[src/hdl/ifpf_pkg.sv]
// Shared types, codes and constants for the interface prefix filter.
`timescale 1ns / 1ps
package ifpf_pkg;

  localparam int IFACE_SLOTS_DEF  = 32;
  localparam int PREFIX_SLOTS_DEF = 64;

  localparam int ID_W     = 8;
  localparam int LEN_W    = 8;
  localparam int ADDR_W   = 64;
  localparam int STATUS_W = 3;
  localparam int PADDR_W  = 3;
  localparam int PDATA_W  = 32;

  localparam logic [LEN_W-1:0] V4_MAX_LEN = LEN_W'(32);
  localparam logic [LEN_W-1:0] V6_MAX_LEN = LEN_W'(128);

  localparam logic [PADDR_W-1:0] REG_FILTER_EN_ADDR = '0;

  typedef enum logic [1:0] {
    OP_ADD_IF  = 2'd0,
    OP_ADD_PFX = 2'd1,
    OP_CHECK   = 2'd2
  } op_t;

  typedef enum logic [STATUS_W-1:0] {
    ST_OK      = 3'd0,
    ST_DUP     = 3'd1,
    ST_FULL    = 3'd2,
    ST_UNKNOWN = 3'd3,
    ST_BADLEN  = 3'd4
  } status_t;

  typedef enum logic [2:0] {
    S_IDLE,
    S_DISPATCH,
    S_IF_SCAN,
    S_PF_SCAN,
    S_RESP
  } state_t;

  typedef struct packed {
    logic [ID_W-1:0]   iface;
    logic              fam;
    logic [LEN_W-1:0]  len;
    logic [ADDR_W-1:0] hi;
    logic [ADDR_W-1:0] lo;
  } pfx_entry_t;

  typedef struct packed {
    logic                in_ready;
    logic                if_start;
    logic                if_step;
    logic                if_write;
    logic                pf_start;
    logic                pf_step;
    logic                pf_write;
    logic                res_load;
    logic                res_allowed;
    logic [STATUS_W-1:0] res_status;
    logic                out_load;
  } cmd_t;

  typedef struct packed {
    logic       accepted;
    logic [1:0] op;
    logic       enabled;
    logic       if_hit;
    logic       if_done;
    logic       if_full;
    logic       pf_hit;
    logic       pf_done;
    logic       pf_full;
    logic       len_bad;
    logic       out_free;
  } sts_t;

endpackage

[src/hdl/ifpf_ctrl.sv]
// Controller state machine sequencing table scans, table writes and responses.
`timescale 1ns / 1ps
module ifpf_ctrl (
  input  logic              clk,
  input  logic              rst,
  input  ifpf_pkg::sts_t    sts,
  output ifpf_pkg::cmd_t    cmd
);

  ifpf_pkg::state_t state;
  ifpf_pkg::state_t state_next;

  always_ff @(posedge clk) begin
    if (rst) begin
      state <= ifpf_pkg::S_IDLE;
    end else begin
      state <= state_next;
    end
  end

  always_comb begin
    state_next = state;
    unique case (state)
      ifpf_pkg::S_IDLE: begin
        if (sts.accepted) state_next = ifpf_pkg::S_DISPATCH;
      end
      ifpf_pkg::S_DISPATCH: begin
        if ((sts.op == ifpf_pkg::OP_ADD_IF) || (sts.op == ifpf_pkg::OP_ADD_PFX) ||
            ((sts.op == ifpf_pkg::OP_CHECK) && sts.enabled)) begin
          state_next = ifpf_pkg::S_IF_SCAN;
        end else begin
          state_next = ifpf_pkg::S_RESP;
        end
      end
      ifpf_pkg::S_IF_SCAN: begin
        if (sts.if_hit && (sts.op == ifpf_pkg::OP_CHECK)) begin
          state_next = ifpf_pkg::S_PF_SCAN;
        end else if (sts.if_hit || sts.if_done) begin
          state_next = ifpf_pkg::S_RESP;
        end
      end
      ifpf_pkg::S_PF_SCAN: begin
        if (sts.pf_hit || sts.pf_done) state_next = ifpf_pkg::S_RESP;
      end
      ifpf_pkg::S_RESP: begin
        if (sts.out_free) state_next = ifpf_pkg::S_IDLE;
      end
      default: state_next = ifpf_pkg::S_IDLE;
    endcase
  end

  always_comb begin
    cmd = '0;
    cmd.res_status = ifpf_pkg::ST_OK;
    unique case (state)
      ifpf_pkg::S_IDLE: begin
        cmd.in_ready = 1'b1;
      end
      ifpf_pkg::S_DISPATCH: begin
        cmd.if_start = 1'b1;
        cmd.res_load = 1'b1;
        cmd.res_allowed = (sts.op == ifpf_pkg::OP_CHECK) && !sts.enabled;
      end
      ifpf_pkg::S_IF_SCAN: begin
        cmd.if_step = 1'b1;
        if (sts.if_hit) begin
          unique case (sts.op)
            ifpf_pkg::OP_ADD_IF: begin
              cmd.res_load   = 1'b1;
              cmd.res_status = ifpf_pkg::ST_DUP;
            end
            ifpf_pkg::OP_ADD_PFX: begin
              cmd.res_load = 1'b1;
              if (sts.pf_full) begin
                cmd.res_status = ifpf_pkg::ST_FULL;
              end else if (sts.len_bad) begin
                cmd.res_status = ifpf_pkg::ST_BADLEN;
              end else begin
                cmd.pf_write = 1'b1;
              end
            end
            ifpf_pkg::OP_CHECK: begin
              cmd.pf_start = 1'b1;
            end
            default: ;
          endcase
        end else if (sts.if_done) begin
          cmd.res_load = 1'b1;
          if (sts.op == ifpf_pkg::OP_ADD_IF) begin
            if (sts.if_full) begin
              cmd.res_status = ifpf_pkg::ST_FULL;
            end else begin
              cmd.if_write = 1'b1;
            end
          end else begin
            cmd.res_status = ifpf_pkg::ST_UNKNOWN;
          end
        end
      end
      ifpf_pkg::S_PF_SCAN: begin
        cmd.pf_step = 1'b1;
        if (sts.pf_hit || sts.pf_done) begin
          cmd.res_load    = 1'b1;
          cmd.res_allowed = sts.pf_hit;
        end
      end
      ifpf_pkg::S_RESP: begin
        cmd.out_load = sts.out_free;
      end
      default: ;
    endcase
  end

endmodule

[config.mk]
export PLATFORM = sky130hd
export DESIGN_NAME = ifpf_ctrl
export DESIGN_NICKNAME = d
export VERILOG_FILES = /design/src/hdl/ifpf_pkg.sv /design/src/hdl/ifpf_ctrl.sv
export SDC_FILE = /design/constraint.sdc
export NUM_CORES = 1
export LEC_CHECK = 0
export BUFFER_PORTS_ARGS = -buffer_cell sky130_fd_sc_hd__buf_4
export CAP_MARGIN = 20
export CORE_AREA = 8 8 45 47
export CTS_BUF_LIST = sky130_fd_sc_hd__clkbuf_4 sky130_fd_sc_hd__clkbuf_8
export CTS_CLUSTER_SIZE = 14
export DETAILED_ROUTE_END_ITERATION = 10
export DIE_AREA = 0 0 53 55
export PLACE_DENSITY = 0.6
export SETUP_SLACK_MARGIN = 0.5
export SYNTH_ARGS = -nofsm -noshare
export SYNTH_HDL_FRONTEND = slang
export SYNTH_SLANG_ARGS = --single-unit
[constraint.sdc]
create_clock -name clk -period 1.09 [get_ports clk]
set_input_delay 0.218 -clock clk [delete_from_list [all_inputs] [get_ports clk]]
set_output_delay 0.218 -clock clk [all_outputs]
set_load 0.01 [all_outputs]
==> flow_metrics.tcl <==
set metrics [dict create \
    violations "setup timing" \
    place_area_um2 763 \
    vias 624 \
    port_buffers 26 \
    fmax_mhz 681 \
    crit_required_ps 870 \
    worstRegToRegCells 7 \
    wl_per_cell_um 13.2 \
    outcome "complete, but fails checks" \
    postSynthCellCount 59 \
    period_needed_ps 1470 \
    slew_viol_final 0 \
    largest_register_ffs 3 \
    holdCritStartpoint "rst" \
    synth_nets 73 \
    via_per_inst 4.95 \
    drtIter0Drc 0 \
    registers.top_by_ff_count "state" \
    clk_pin_slew_worst_paths_ps 40 \
    final_util_pct 74.1 \
    synth_seq_area_share_pct 16.7 \
    setup_viol 16 \
    synth.distinct_cells 23 \
    yosysWarnings 0 \
    worstHoldEndpoint "state[1]" \
    rows 14 \
    final_cells 126 \
    tns_ps -4410 \
    final_cell_mix "buf_4, buf_6, nor2_1" \
    cts_made_buffers 3 \
    clk_latency_ps 240 \
    fin_nets 125 \
    clock-sinks 3 \
    grt_pass1_wl_um 2570 \
    rr_endpoint "state[2]" \
    final_common_cell "buf_4" \
    grt_max_degree 7 \
    synth.avg_cell_area_um2 6.09 \
    dpl.hpwl_um 1200 \
    finalInstanceArea_mm2 0.00102 \
    drt_first_pass_iters 1 \
    antenna_found_initial 0 \
    rsz0062_at_grt "true" \
    r2r_setup_slack_ps -110 \
    hold_ws_ps 182 \
    post-place-ws_ps -170 \
    ant_nets 0 \
    slew_headroom_pct 72.8 \
    core_mm2 0.00138 \
    diodes 0 \
    max_cap_viol_count 0 \
    worstMarginPinSlew_ps 404 \
    hold_path_depth 2 \
    drc 0 \
    area_delta_synth_final_pct 185 \
    crit_fanout 6 \
    root_buffer "clkbuf_4" \
    cp-start-kind "register" \
    end_kind "output port" \
    reg2reg_from "state[2]" \
    dp_cells 114 \
    ys_ff_latch 3 \
    cp.arrival_ps 1250 \
    grt_overflow 0 \
    hold_class "input pin to register" \
    top_regs "state x3" \
    start_util_pct 25.9 \
    htree_num_levels 1 \
    fin_crit_sh_pct 135 \
    gp_congestion 0.746 \
    p_per_area_mw_per_mm2 736 \
    die_height_um 55 \
    ir_drop_v 0.000332 \
    ios 27 \
    die-area_mm2 0.00292 \
    grtUsageTotal_pct 11.6 \
    hold_viol_final 0 \
    skew_ps 8.95 \
    crit_type "register to output port" \
    cts_buffer_depth 2 \
    total_power_mw 0.754 \
    die_width_um 53 \
    fin_ws_ps -379 \
    cts_tree "done" \
    routed_wl_um 1660 \
    synth_area_um2 359 \
    first_global_vias 644 \
    p_leak_nw 0.459 \
    drive_gt1_share_pct 72.7 \
]
==> critical path: stages, from the launching register on <==
cell and delay [ps]:
dfxtp_4 340, nor2_4 130, nand2_4 110, buf_12 150, nor3_4 150, buf_6 120
==> cell families (layout without fill, tap and decap cells) <==
| group | Yosys count | in the layout | share of synthesized area, % |
|---|---|---|---|
| and+or+nand+nor | 35 | 35 | 47.7 |
| AOI/OAI and AO/OA | 16 | 16 | 29.3 |
| buffers and inverters | 5 | 56 | 6.27 |
| DFF | 3 | 3 | 16.7 |
==> report_power, final <==
group | leakage (nW) | total, mW | switching (mW) | internal (mW)
logic | 0.414 | 0.397 | 0.174 | 0.223
clock network | 0.0184 | 0.228 | 0.0654 | 0.163
registers | 0.0267 | 0.129 | 0.0125 | 0.117
total | 0.459 | 0.754 | 0.252 | 0.502
==> synth_stat cells (all sizes together) <==
cell | instances | area, µm²
nand3b | 2 | 15.0
nand2 | 6 | 25.0
o2111ai | 1 | 8.76
o21ba | 1 | 10.0
nand2b | 2 | 12.5
nor3 | 5 | 25.0
a21o | 1 | 8.76
buf | 1 | 7.51
a211oi | 1 | 7.51
o31ai | 1 | 7.51
nor2 | 15 | 56.3
nor2b | 1 | 6.26
a21oi | 7 | 38.8
a31o | 1 | 8.76
inv | 4 | 15.0
dfxtp | 3 | 60.1
and3 | 2 | 13.8
o21ai | 3 | 15.0
nor4b | 2 | 17.5
==> area by class of cell <==
cell class,instances,area [µm²]
Clock buffer,4,30.0
Fill cell,99,359
Inverter,4,17.5
Multi-Input combinational cell,51,445
Sequential cell,3,71.3
Tap cell,16,20.0
Timing Repair Buffer,48,440
==> routing by layer <==
layer / up-vias / global-route usage [%] / part of all wire [%]
li1: 312 / - / -
met1: 284 / 11.7 / 39
met2: 24 / 20.5 / 50
met3: 4 / 3.21 / 9.0
met4: 0 / 7.76 / 1.5
met5: - / 0 / 0
==> worst max-delay path by stage <==
stage,to,startpoint
after detailed placement,cmd[9],state[0]
after global routing,cmd[3],state[2]
after global placement,cmd[9],state[0]
final,cmd[3],state[2]
after floorplan,cmd[4],state[1]
after CTS,cmd[3],state[2]
==> timing repair <==
action / CTS / global route
setup endpoints to repair: 16 / 16
gates resized for setup: 25 / 14
endpoints found under the hold margin: 0 / 0
hold buffers: 0 / 0
buffers inserted: 7 / 1
pin swaps: 7 / 2
No activity file was read; power rests on OpenSTA's default activity.
